### config.mk
export PLATFORM = sky130hd
export DESIGN_NAME = i2c_register_access_sequencer_core
export DESIGN_NICKNAME = d
export VERILOG_FILES = /design/src/design/i2cras_pkg.sv /design/src/design/i2c_register_access_sequencer_core.sv
export SDC_FILE = /design/constraint.sdc
export NUM_CORES = 1
export LEC_CHECK = 0
export BUFFER_PORTS_ARGS = -buffer_cell sky130_fd_sc_hd__buf_2
export CAP_MARGIN = 5
export CORE_ASPECT_RATIO = 2
export CORE_MARGIN = 8
export CORE_UTILIZATION = 47
export DETAILED_ROUTE_END_ITERATION = 8
export MAX_ROUTING_LAYER = met4
export PLACE_DENSITY_LB_ADDON = 0.08
export SYNTH_ARGS = -nofsm -noshare
export SYNTH_HDL_FRONTEND = slang
export SYNTH_SLANG_ARGS = --single-unit
### constraint.sdc
create_clock -name clk -period 3.9 [get_ports clk]
set_input_delay 0.78 -clock clk [delete_from_list [all_inputs] [get_ports clk]]
set_output_delay 0.78 -clock clk [all_outputs]
set_load 0.005 [all_outputs]
### src/design/i2cras_pkg.sv
// shared types and constants for the i2c register access sequencer
package i2cras_pkg;

  // default transfer size limit and device address after reset
  localparam int unsigned MAX_BYTES_DEF = 256;
  localparam logic [6:0] DEV_ADDR_RST = 7'd74;

  // request and completion codes on the input channel
  localparam logic [1:0] OP_READ = 2'd0;
  localparam logic [1:0] OP_WRITE = 2'd1;
  localparam logic [1:0] OP_DONE = 2'd2;

  // bus engine commands
  localparam logic [2:0] CMD_NONE = 3'd0;
  localparam logic [2:0] CMD_START = 3'd1;
  localparam logic [2:0] CMD_WRITE = 3'd2;
  localparam logic [2:0] CMD_READ_ACK = 3'd3;
  localparam logic [2:0] CMD_READ_NACK = 3'd4;
  localparam logic [2:0] CMD_STOP = 3'd5;

  // expected bus engine status codes
  localparam logic [7:0] ST_START = 8'h08;
  localparam logic [7:0] ST_DEVW_ACK = 8'h18;
  localparam logic [7:0] ST_DATA_ACK = 8'h28;
  localparam logic [7:0] ST_RSTART = 8'h10;
  localparam logic [7:0] ST_DEVR_ACK = 8'h40;

  // result codes
  localparam logic RES_OK = 1'b0;
  localparam logic RES_BAD_STATUS = 1'b1;

  // input transaction payload
  typedef struct packed {
    logic [1:0]  operation;
    logic [15:0] reg_address;
    logic [8:0]  byte_count;
    logic [7:0]  bus_status;
    logic [7:0]  read_byte;
    logic [7:0]  write_byte;
  } i2cras_in_t;

  // result transaction payload
  typedef struct packed {
    logic [2:0] bus_command;
    logic [7:0] command_byte;
    logic [7:0] data_out;
    logic       data_valid;
    logic       transfer_done;
    logic       result_code;
    logic [7:0] fail_status;
  } i2cras_out_t;

endpackage

### src/design/i2c_register_access_sequencer_core.sv
// i2c register access sequencer: top level
//
// drives one i2c register read or write above a byte-level bus engine.
// input channel (in_valid/in_stall/in_data) carries read or write requests
// and completions of the last bus command; each input transaction yields
// exactly one result transaction (out_valid/out_stall/out_data) holding the
// next bus command, any received byte and the transfer outcome.
// a transaction passes the input register, then the result register.
// throughput is one transaction per cycle unless the receiver stalls; the
// phase update is a single pass through the next-state logic between them.
// when the receiver stalls, the result register holds its transaction and
// the input register keeps one more; in_stall rises only when both are full.
// cfg_write_en/cfg_write_data set the 7-bit device address; write it only
// while no transfer is in flight.
// synchronous active-low reset empties both registers, returns the
// sequencer to idle, clears its saved request and loads device address 74.
module i2c_register_access_sequencer_core #(
  parameter int unsigned MAX_BYTES = i2cras_pkg::MAX_BYTES_DEF
) (
  input  logic                    clk,
  input  logic                    rst_n,
  input  logic                    in_valid,
  output logic                    in_stall,
  input  i2cras_pkg::i2cras_in_t  in_data,
  output logic                    out_valid,
  input  logic                    out_stall,
  output i2cras_pkg::i2cras_out_t out_data,
  input  logic                    cfg_write_en,
  input  logic [6:0]              cfg_write_data
);
  import i2cras_pkg::*;

  localparam int CW = $clog2(MAX_BYTES + 1);
  localparam int CMPW = (CW > 9) ? CW : 9;
  localparam logic [CMPW-1:0] MAX_CMP = CMPW'(MAX_BYTES);

  // phase codes
  localparam logic [3:0] PH_IDLE = 4'd0;
  localparam logic [3:0] PH_START = 4'd1;
  localparam logic [3:0] PH_DEVW = 4'd2;
  localparam logic [3:0] PH_ALO = 4'd3;
  localparam logic [3:0] PH_AHI = 4'd4;
  localparam logic [3:0] PH_WDATA = 4'd5;
  localparam logic [3:0] PH_RSTART = 4'd6;
  localparam logic [3:0] PH_DEVR = 4'd7;
  localparam logic [3:0] PH_RDATA = 4'd8;

  logic              in_v_r;
  i2cras_in_t        in_r;
  logic              out_v_r;
  i2cras_out_t       out_r;
  i2cras_out_t       out_nxt;
  logic [6:0]        dev_addr_r;
  logic [3:0]        phase_r;
  logic [3:0]        phase_nxt;
  logic              is_read_r;
  logic              is_read_nxt;
  logic [15:0]       saved_addr_r;
  logic [15:0]       saved_addr_nxt;
  logic [CW-1:0]     bytes_left_r;
  logic [CW-1:0]     bytes_left_nxt;
  logic              advance;
  logic [CMPW-1:0]   cnt_ext;
  logic [CMPW-1:0]   cnt_sat;
  logic [CW-1:0]     bl_dec;
  logic [7:0]        exp_status;

  // handshake: input register moves on when the result register frees up
  assign advance = ~out_v_r | ~out_stall;
  assign in_stall = in_v_r & ~advance;
  assign out_valid = out_v_r;
  assign out_data = out_r;

  // input register
  always_ff @(posedge clk) begin
    if (!rst_n) begin
      in_v_r <= 1'b0;
    end else if (!in_stall) begin
      in_v_r <= in_valid;
    end
  end

  always_ff @(posedge clk) begin
    if (!in_stall && in_valid) begin
      in_r <= in_data;
    end
  end

  // device address register
  always_ff @(posedge clk) begin
    if (!rst_n) begin
      dev_addr_r <= DEV_ADDR_RST;
    end else if (cfg_write_en) begin
      dev_addr_r <= cfg_write_data;
    end
  end

  // request byte count: zero means one, clamp to the limit
  always_comb begin
    cnt_ext = CMPW'(in_r.byte_count);
    if (cnt_ext == '0) begin
      cnt_sat = CMPW'(1);
    end else if (cnt_ext > MAX_CMP) begin
      cnt_sat = MAX_CMP;
    end else begin
      cnt_sat = cnt_ext;
    end
  end

  assign bl_dec = (bytes_left_r != '0) ? bytes_left_r - CW'(1) : bytes_left_r;

  // status each phase expects from the engine
  always_comb begin
    case (phase_r)
      PH_START:  exp_status = ST_START;
      PH_DEVW:   exp_status = ST_DEVW_ACK;
      PH_ALO:    exp_status = ST_DATA_ACK;
      PH_AHI:    exp_status = ST_DATA_ACK;
      PH_WDATA:  exp_status = ST_DATA_ACK;
      PH_RSTART: exp_status = ST_RSTART;
      default:   exp_status = ST_DEVR_ACK;
    endcase
  end

  // sequencer next state and result
  always_comb begin
    phase_nxt = phase_r;
    is_read_nxt = is_read_r;
    saved_addr_nxt = saved_addr_r;
    bytes_left_nxt = bytes_left_r;
    out_nxt = '0;
    out_nxt.bus_command = CMD_NONE;
    out_nxt.result_code = RES_OK;
    if (in_r.operation == OP_READ || in_r.operation == OP_WRITE) begin
      if (phase_r == PH_IDLE) begin
        is_read_nxt = (in_r.operation == OP_READ);
        saved_addr_nxt = in_r.reg_address;
        bytes_left_nxt = CW'(cnt_sat);
        phase_nxt = PH_START;
        out_nxt.bus_command = CMD_START;
      end
    end else if (in_r.operation == OP_DONE && phase_r != PH_IDLE) begin
      if (phase_r == PH_RDATA) begin
        // read data arrives unchecked
        bytes_left_nxt = bl_dec;
        out_nxt.data_out = in_r.read_byte;
        out_nxt.data_valid = 1'b1;
        if (bl_dec != '0) begin
          out_nxt.bus_command = (bl_dec > CW'(1)) ? CMD_READ_ACK : CMD_READ_NACK;
        end else begin
          phase_nxt = PH_IDLE;
          out_nxt.bus_command = CMD_STOP;
          out_nxt.transfer_done = 1'b1;
        end
      end else if (in_r.bus_status != exp_status) begin
        // bad status: finish with error, no stop
        phase_nxt = PH_IDLE;
        out_nxt.transfer_done = 1'b1;
        out_nxt.result_code = RES_BAD_STATUS;
        out_nxt.fail_status = in_r.bus_status;
      end else begin
        case (phase_r)
          PH_START: begin
            phase_nxt = PH_DEVW;
            out_nxt.bus_command = CMD_WRITE;
            out_nxt.command_byte = {dev_addr_r, 1'b0};
          end
          PH_DEVW: begin
            phase_nxt = PH_ALO;
            out_nxt.bus_command = CMD_WRITE;
            out_nxt.command_byte = saved_addr_r[7:0];
          end
          PH_ALO: begin
            phase_nxt = PH_AHI;
            out_nxt.bus_command = CMD_WRITE;
            out_nxt.command_byte = saved_addr_r[15:8];
          end
          PH_AHI, PH_WDATA: begin
            if (phase_r == PH_AHI && is_read_r) begin
              phase_nxt = PH_RSTART;
              out_nxt.bus_command = CMD_START;
            end else if (bytes_left_r != '0) begin
              phase_nxt = PH_WDATA;
              bytes_left_nxt = bl_dec;
              out_nxt.bus_command = CMD_WRITE;
              out_nxt.command_byte = in_r.write_byte;
            end else begin
              phase_nxt = PH_IDLE;
              out_nxt.bus_command = CMD_STOP;
              out_nxt.transfer_done = 1'b1;
            end
          end
          PH_RSTART: begin
            phase_nxt = PH_DEVR;
            out_nxt.bus_command = CMD_WRITE;
            out_nxt.command_byte = {dev_addr_r, 1'b1};
          end
          PH_DEVR: begin
            phase_nxt = PH_RDATA;
            out_nxt.bus_command = (bytes_left_r > CW'(1)) ? CMD_READ_ACK : CMD_READ_NACK;
          end
          default: begin
            phase_nxt = PH_IDLE;
          end
        endcase
      end
    end
  end

  // sequencer state, updated once per processed transaction
  always_ff @(posedge clk) begin
    if (!rst_n) begin
      phase_r <= PH_IDLE;
      is_read_r <= 1'b0;
      saved_addr_r <= '0;
      bytes_left_r <= '0;
    end else if (in_v_r && advance) begin
      phase_r <= phase_nxt;
      is_read_r <= is_read_nxt;
      saved_addr_r <= saved_addr_nxt;
      bytes_left_r <= bytes_left_nxt;
    end
  end

  // result register
  always_ff @(posedge clk) begin
    if (!rst_n) begin
      out_v_r <= 1'b0;
    end else if (advance) begin
      out_v_r <= in_v_r;
    end
  end

  always_ff @(posedge clk) begin
    if (advance && in_v_r) begin
      out_r <= out_nxt;
    end
  end

endmodule
Yosys cells after proc, flatten, opt, wreduce, memory -nomap -nowiden
Cells that the tools add are included.
{ "word_totals": {"reg_bits": 120, "input_bits": 63, "output_inout_bits": 32} }
{ "classes": {"addsub": 1, "order_cmp": 3, "eq_ne": 15, "muxes": 45, "bitwise": 8, "n_reduce_logical": 26} }
{ "op_table": {"columns": ["operator", "n"], "rows": [
  ["$mux 9", 14],
  ["$pmux 8 s5", 1],
  ["$mux 30", 1],
  ["$mux 4", 7],
  ["$pmux 7 s4", 1],
  ["$mux 3", 8],
  ["$mux 8", 3],
  ["$pmux 4 s6", 1],
  ["$gt 9x1->1 const B", 2],
  ["$reduce_bool 9->1", 2],
  ["$eq 4x3->1 const B", 4],
  ["$reduce_or 4->1", 3],
  ["$mux 11", 1],
  ["$gt 9x9->1 const B", 1],
  ["$logic_not 9->1", 1],
  ["$ne 3x3->1 const B", 3],
  ["$pmux 3 s3", 1],
  ["$reduce_or 3->1", 3],
  ["$sub 9x1->9 const B", 1],
  ["$eq 4x2->1 const B", 2],
  ["$ne 8x8->1", 1],
  ["$mux 1", 7],
  ["$reduce_and 7->1", 1],
  ["$not 1->1", 6],
  ["18 further kinds", 23]
]} }

Logic depth before layout (Yosys ltp)
Gate-level depths: netlist of the first run.
{ "logic_depth": {"depth_word": 9, "ltp_mapped": 9} }

Least setup slack after synthesis of the first run
OpenSTA, ideal clock, no wires.
{ "synth_timing": {"path_type": "input port to flip-flop", "start": "input port out_stall", "end": "register in_r (netlist bit cnt_ext[0]), enable pin", "t_arrival_ps": 3279, "required_time_ps": 3434, "path_slack_ps": 155, "cell_stages": 2, "path_cell_list": "and3_1 -> nor2b_1"} }
{ "synth_via": {"elab_chain_cells": 6} }
{ "synth_lines": {"columns": ["item", "line_no", "rtl"], "rows": [
  ["start, declared", "i2c_register_access_sequencer_core.sv:26", "input logic out_stall,"],
  ["$not 1->1", "i2c_register_access_sequencer_core.sv:69", "assign advance = ~out_v_r | ~out_stall;"],
  ["$or 1x1->1", "i2c_register_access_sequencer_core.sv:69", null],
  ["$not 1->1", "i2c_register_access_sequencer_core.sv:70", "assign in_stall = in_v_r & ~advance;"],
  ["$and 1x1->1", "i2c_register_access_sequencer_core.sv:70", null],
  ["$logic_not 1->1", "i2c_register_access_sequencer_core.sv:84", "if (!in_stall && in_valid) begin"],
  ["$logic_and 1x1->1", "i2c_register_access_sequencer_core.sv:84", null],
  ["end signal, assigned", "i2c_register_access_sequencer_core.sv:85", "in_r <= in_data;"],
  ["end, declared", "i2c_register_access_sequencer_core.sv:49", "i2cras_in_t in_r;"]
]} }
No other way between the ends.
A chain may end at the register's enable or synchronous reset.

Worst setup path in the final report of the first run
{ "layout_timing": {"start": "register bytes_left_r[0]", "end": "register out_r (netlist bit out_data[9]) (data pin)"} }
{ "layout_via": {"elab_chain_cells": 6} }
{ "layout_lines": {"columns": ["item", "line_no", "rtl"], "rows": [
  ["start, declared", "i2c_register_access_sequencer_core.sv:60", "logic [CW-1:0] bytes_left_r;"],
  ["start signal, assigned", "i2c_register_access_sequencer_core.sv:221", "bytes_left_r <= bytes_left_nxt;"],
  ["branches (longest 5 deep; another with $sub 9x1->9)", null, null],
  ["$mux 1 *", "i2c_register_access_sequencer_core.sv:143", "if (phase_r == PH_RDATA) begin"],
  ["end signal, assigned", "i2c_register_access_sequencer_core.sv:236", "out_r <= out_nxt;"],
  ["end, declared", "i2c_register_access_sequencer_core.sv:51", "i2cras_out_t out_r;"]
]} }
Mark *: on every way between the ends.

==> impl_metrics.yaml, run 1 <==
min_path:
  hold_class: "register to register"
  worstHoldStart: "saved_addr_r[12]"
global_route:
  antenna_found_initial: 0
  grt_max_degree: 32
  grt_pass1_wl_mm: 19.9
  grt_usage: 0.182
  busiest_layer: "met2"
  grt.met3_usage: 0.0416
  grtUsageMet1: 0.156
  use_met2: 0.346
  grt_pass1_vias: 3900
  grt_overflow_total: 0
critical_path:
  critPathKind: "register to register"
  start_kind: "register"
  worstSetupStartpoint: "bytes_left_r[0]"
  arrival_ns: 2.89
  crit_fanout: 8
  rrSetupSlack_ns: 1.24
  cp-endpoint: "out_data[9]"
  r2r.worst_path.cells: 8
  timing.rr.start: "bytes_left_r[0]"
  cp.required_ns: 4.13
  end_kind: "register"
  r2r_end: "out_data[9]"
power_and_ir_drop:
  p_total_w: 0.00342
  leakage_nw: 2.42
  powerDensity_nw_per_um2: 538
  comb_power_share: 0.073
  clockPowerShare: 0.501
  p_int_w: 0.00266
  peakVddDrop_mv: 0.602
  swShare: 0.222
  switchingPower_w: 0.000758
  seq_power_share: 0.426
sta:
  final.min_clock_period_ns: 2.66
  rsz0062_at_grt: "no"
  worst_pin_slew_ns: 0.820
  drv_slew: 0
  relSlewSlack: 0.453
  finalSetupViolCount: 0
  fin_crit_sh: 0.682
  fmax_mhz: 376
  timing_hold_violations_final: 0
  whs_ns: 0.452
  skew_ns: 0.00928
  tns_ns: 0
final_layout:
  drive_above_1_share: 0.274
  fin_util: 0.588
  most-common-layout-cells: "buf_2, edfxtp_1, nand2_1"
  diodes: 0
  final_common_cell: "buf_2"
  area_delta_synth_final_pct: 23.9
  nets: 603
detailed_routing:
  vias: 3769
  routed_wl_mm: 12.8
  postRouteAntennaNets: 0
  vias_per_cell: 5.45
  firstDrtPassIters: 4
  wl_per_cell_um: 18.5
  first_iter_violations: 174
  remaining_drc_errors: 0
logic_synthesis:
  synth.top_cells.by_area: "edfxtp_1, dfxtp_1, nand2_1, a21oi_1, mux2i_1"
  synth_fp_nets: 513
  synth_edf_count: 81
  synth_cells: 448
  synth_xor_area_frac: 0.00683
  synth_fa_ha_area_frac: 0.00488
  synth_top_area_share: 0.474
  ys_types: 58
  synth_seq_cells: 120
  synth_top_family_by_area: "simple AND/OR/NAND/NOR gates"
  synth_ff_type: "edfxtp_1"
  syn_avg_cell_area_um2: 11.5
  yosysSeqAreaShare: 0.626
  synth-compound-area-share: 0.130
  synth_top_cell_by_area: "edfxtp_1"
  async_flop_share: 0
  synth_mux_area_frac: 0.0510
  netlist_area_um2: 5130
  synth-simple-area-share: 0.150
  synth_warnings: 0
clock_network:
  cts_tree: "done"
  worstSkewPairLatency_ns: 0.41
  cts-resized-gates: 0
  clk_pin_slew_worst_paths_ns: 0.06
  post_cts_buffers: 0
  cts_num_sinks: 120
  cts.path.max_buffers: 2
  cts_hold_buf: 0
  htreeDepth: 4
  cts_buffers: 17
  cts_root_buffer: "clkbuf_16"
die:
  dieArea_um2: 14700
  core_um2: 10800
  die_height_um: 164
  fp-row-count: 54
  dieWidth_um: 89.9
  ios: 95
  start_util: 0.475
placed_design:
  gp_congestion: 0.939
  dp_hpwl_mm: 9.49
  io_buffers: 94
run:
  max_cap_violations: 0
run_status:
  status: "complete, no violations"
[power by group through the flow]
stage                     combinational [W]  sequential, W  clock, W
final                              0.000248        0.00146   0.00171
after global routing               0.000274        0.00146   0.00179
after CTS                          0.000250        0.00146   0.00173
after detailed placement           0.000249        0.00148         0
after global placement             0.000245        0.00148         0
after floorplan                    0.000156        0.00147         0
[cells by family (layout without fill, tap and decap cells)]
group,count (synthesis),in the layout
AND/OR/NAND/NOR,156,156
flip-flops,120,120
AO/OA/AOI/OAI,103,103
buffers and inverters,38,141
multiplexers,25,25
XOR/XNOR,4,4
adder cells (fa/ha/maj),2,2
[worst min path at each step]
stage,cells after the start,endpoint,slack (ns)
after floorplan,1,is_read_r,0.42
after global placement,2,saved_addr_r[3],0.44
after detailed placement,2,saved_addr_r[12],0.45
after CTS,2,saved_addr_r[12],0.45
after global routing,2,saved_addr_r[0],0.47
final,2,saved_addr_r[12],0.45
[critical path, cell delays in order, from the launching register on]
cell and delay, ns:
dfxtp_1 0.37, inv_1 0.15, ha_1 0.26, nor3b_2 0.37, nand3_1 0.28, mux2_2 0.34
nand4_1 0.23, o21a_1 0.26, a211oi_1 0.22
[stage by stage]
step,setup slack [ns],area (um2),std cells
2_1_floorplan,0.155,5130,448
3_3_place_gp,1.39,5710,659
3_5_place_dp,1.25,5710,659
4_1_cts,1.23,6360,691
5_1_grt,0.919,6360,691
6_report,1.24,6360,691
[layer usage]
layer,vias up,wire length (um)
met5,-,0
met4,0,516
met3,36,392
met2,101,7520
met1,1805,4370
li1,1827,-
[sequential cells by signal, indices dropped and copies added (netlist names)]
signal        flops
bytes_left_r      9
cnt_ext           9
dev_addr_r        7
in_r             42
in_v_r            1
is_read_r         1
out_data         30
out_valid         1
phase_r           4
saved_addr_r     16
[cell usage after synthesis, types with 4 or more instances]
library cell and count:
a211oi_1 5, nor2_1 22, and2_1 18, a22oi_1 13, nand2_1 69, nor3_1 6, a21oi_1 39, mux2i_1 16
xnor2_1 4, or3_1 6, nor2b_1 7, a311oi_1 5, edfxtp_1 81, dfxtp_1 39, nand3_1 5, buf_2 7
nand4_1 4, clkbuf_1 17, mux2_2 9, inv_1 9, o31ai_1 5, o21ai_0 11
[cell type report]
class                      instances  area [um2]
fill                             924        4450
sequential                       120        3210
multi-input combinational        290        1780
timing repair buffer              99         508
clock buffer                      17         425
clock inverter                    15         223
tap                              140         175
inverter                          10        37.5
(Power assumes the default switching activity.)
==> run 2: changes to the inputs <==
==> constraint.sdc (replaced) <==
create_clock -name clk -period 2.65 [get_ports clk]
set_input_delay 0.53 -clock clk [delete_from_list [all_inputs] [get_ports clk]]
set_output_delay 0.53 -clock clk [all_outputs]
set_load 0.005 [all_outputs]
==> impl_metrics.yaml, run 2 (same netlist as run 1, synthesis figures left out) <==
die:
  core_um2: 10800
  dieWidth_um: 89.9
  dieArea_um2: 14700
  die_height_um: 164
  ios: 95
  start_util: 0.475
  fp-row-count: 54
detailed_routing:
  wl_per_cell_um: 17.8
  routed_wl_mm: 12.5
  vias_per_cell: 5.36
  first_iter_violations: 156
  remaining_drc_errors: 0
  vias: 3765
  firstDrtPassIters: 6
  postRouteAntennaNets: 0
placed_design:
  dp_hpwl_mm: 9.45
  io_buffers: 94
  gp_congestion: 0.887
final_layout:
  fillCellCount: 966
  multi_input_area_um2: 1780
  drive_above_1_share: 0.290
  area_delta_synth_final_pct: 23.9
  largest_reg_flops: 42
  regMostFlops: "in_r"
  final_common_cell: "buf_2"
  fin_util: 0.588
  regArea_um2: 3210
  nets: 615
  diodes: 0
  most-common-layout-cells: "buf_2, edfxtp_1, nand2_1"
global_route:
  grt_pass1_wl_mm: 19.4
  grt_usage: 0.175
  grt_overflow_total: 0
  grt_pass1_vias: 3946
  grt_max_degree: 52
  antenna_found_initial: 0
sta:
  fin_crit_sh: 0.920
  finalSetupViolCount: 0
  relSlewSlack: 0.572
  timing_hold_violations_final: 0
  rsz0062_at_grt: "no"
  final.min_clock_period_ns: 2.44
  skew_ns: 0.0109
  tns_ns: 0
  fmax_mhz: 410
  drv_slew: 0
  worst_pin_slew_ns: 0.640
  whs_ns: 0.299
clock_network:
  cts_num_sinks: 120
  cts_root_buffer: "clkbuf_16"
  worstSkewPairLatency_ns: 0.40
  cts.path.max_buffers: 2
  htreeDepth: 4
  clk_pin_slew_worst_paths_ns: 0.06
  post_cts_buffers: 0
  cts_tree: "done"
  cts-resized-gates: 0
  cts_hold_buf: 0
  cts_buffers: 17
critical_path:
  end_kind: "register"
  start_kind: "register"
  cp.required_ns: 2.94
  critPathKind: "register to register"
  arrival_ns: 2.73
  crit_fanout: 8
  rrSetupSlack_ns: 0.21
power_and_ir_drop:
  leakage_nw: 2.42
  p_total_w: 0.00457
  powerDensity_nw_per_um2: 719
  peakVddDrop_mv: 0.677
run:
  max_cap_violations: 0
min_path:
  hold_class: "input port to register"
run_status:
  status: "complete, no violations"
## run 2: area by class of cell
type / count / share of cell area
timing repair buffer: 111 / 0.0960
tap: 140 / 0.0275
clock inverter: 13 / 0.0157
clock buffer: 19 / 0.0697
sequential: 120 / 0.505
multi-input combinational: 290 / 0.280
inverter: 10 / 0.00590
## run 2: per-layer routing
layer | global-route usage | share of wire | vias to the layer above
li1 | - | - | 1851
met1 | 0.151 | 0.35 | 1796
met2 | 0.341 | 0.59 | 92
met3 | 0.0325 | 0.026 | 26
met4 | 0.101 | 0.036 | 0
met5 | - | 0 | -
## run 2: path summary, 6_finish.rpt
path / cells past startpoint / end / startpoint
setup / recovery: 8 / bytes_left_r[5] / bytes_left_r[0]
hold / removal: 1 / in_r[6] / in_data[6]
setup reg to reg: 8 / bytes_left_r[5] / bytes_left_r[0]
hold reg to reg: 2 / saved_addr_r[2] / saved_addr_r[2]
## run 2: worst max-delay path, stage by stage (launching register included)
cell and delay, ns:
dfxtp_1 0.44, inv_1 0.14, ha_1 0.27, nor3b_2 0.21, and3_1 0.27, or3_1 0.44
xnor2_1 0.16, a22oi_1 0.09, a311oi_1 0.31
## run 2: report_power, final
| part | leakage [nW] | switching, W | internal [W] | total [W] |
|---|---|---|---|---|
| Clock | 0.247 | 0.000831 | 0.00122 | 0.00206 |
| Sequential | 1.09 | 0.0000445 | 0.00209 | 0.00214 |
| Combinational | 1.08 | 0.000219 | 0.000161 | 0.000380 |
## run 2: through the flow
| step | std cells | instance area [um2] | setup WS (ns) |
|---|---|---|---|
| 2_1_floorplan | 448 | 5140 | 0.137 |
| 3_3_place_gp | 671 | 5820 | 0.304 |
| 3_5_place_dp | 671 | 5820 | 0.243 |
| 4_1_cts | 703 | 6360 | 0.214 |
| 5_1_grt | 703 | 6360 | 0.0500 |
| 6_report | 703 | 6360 | 0.213 |
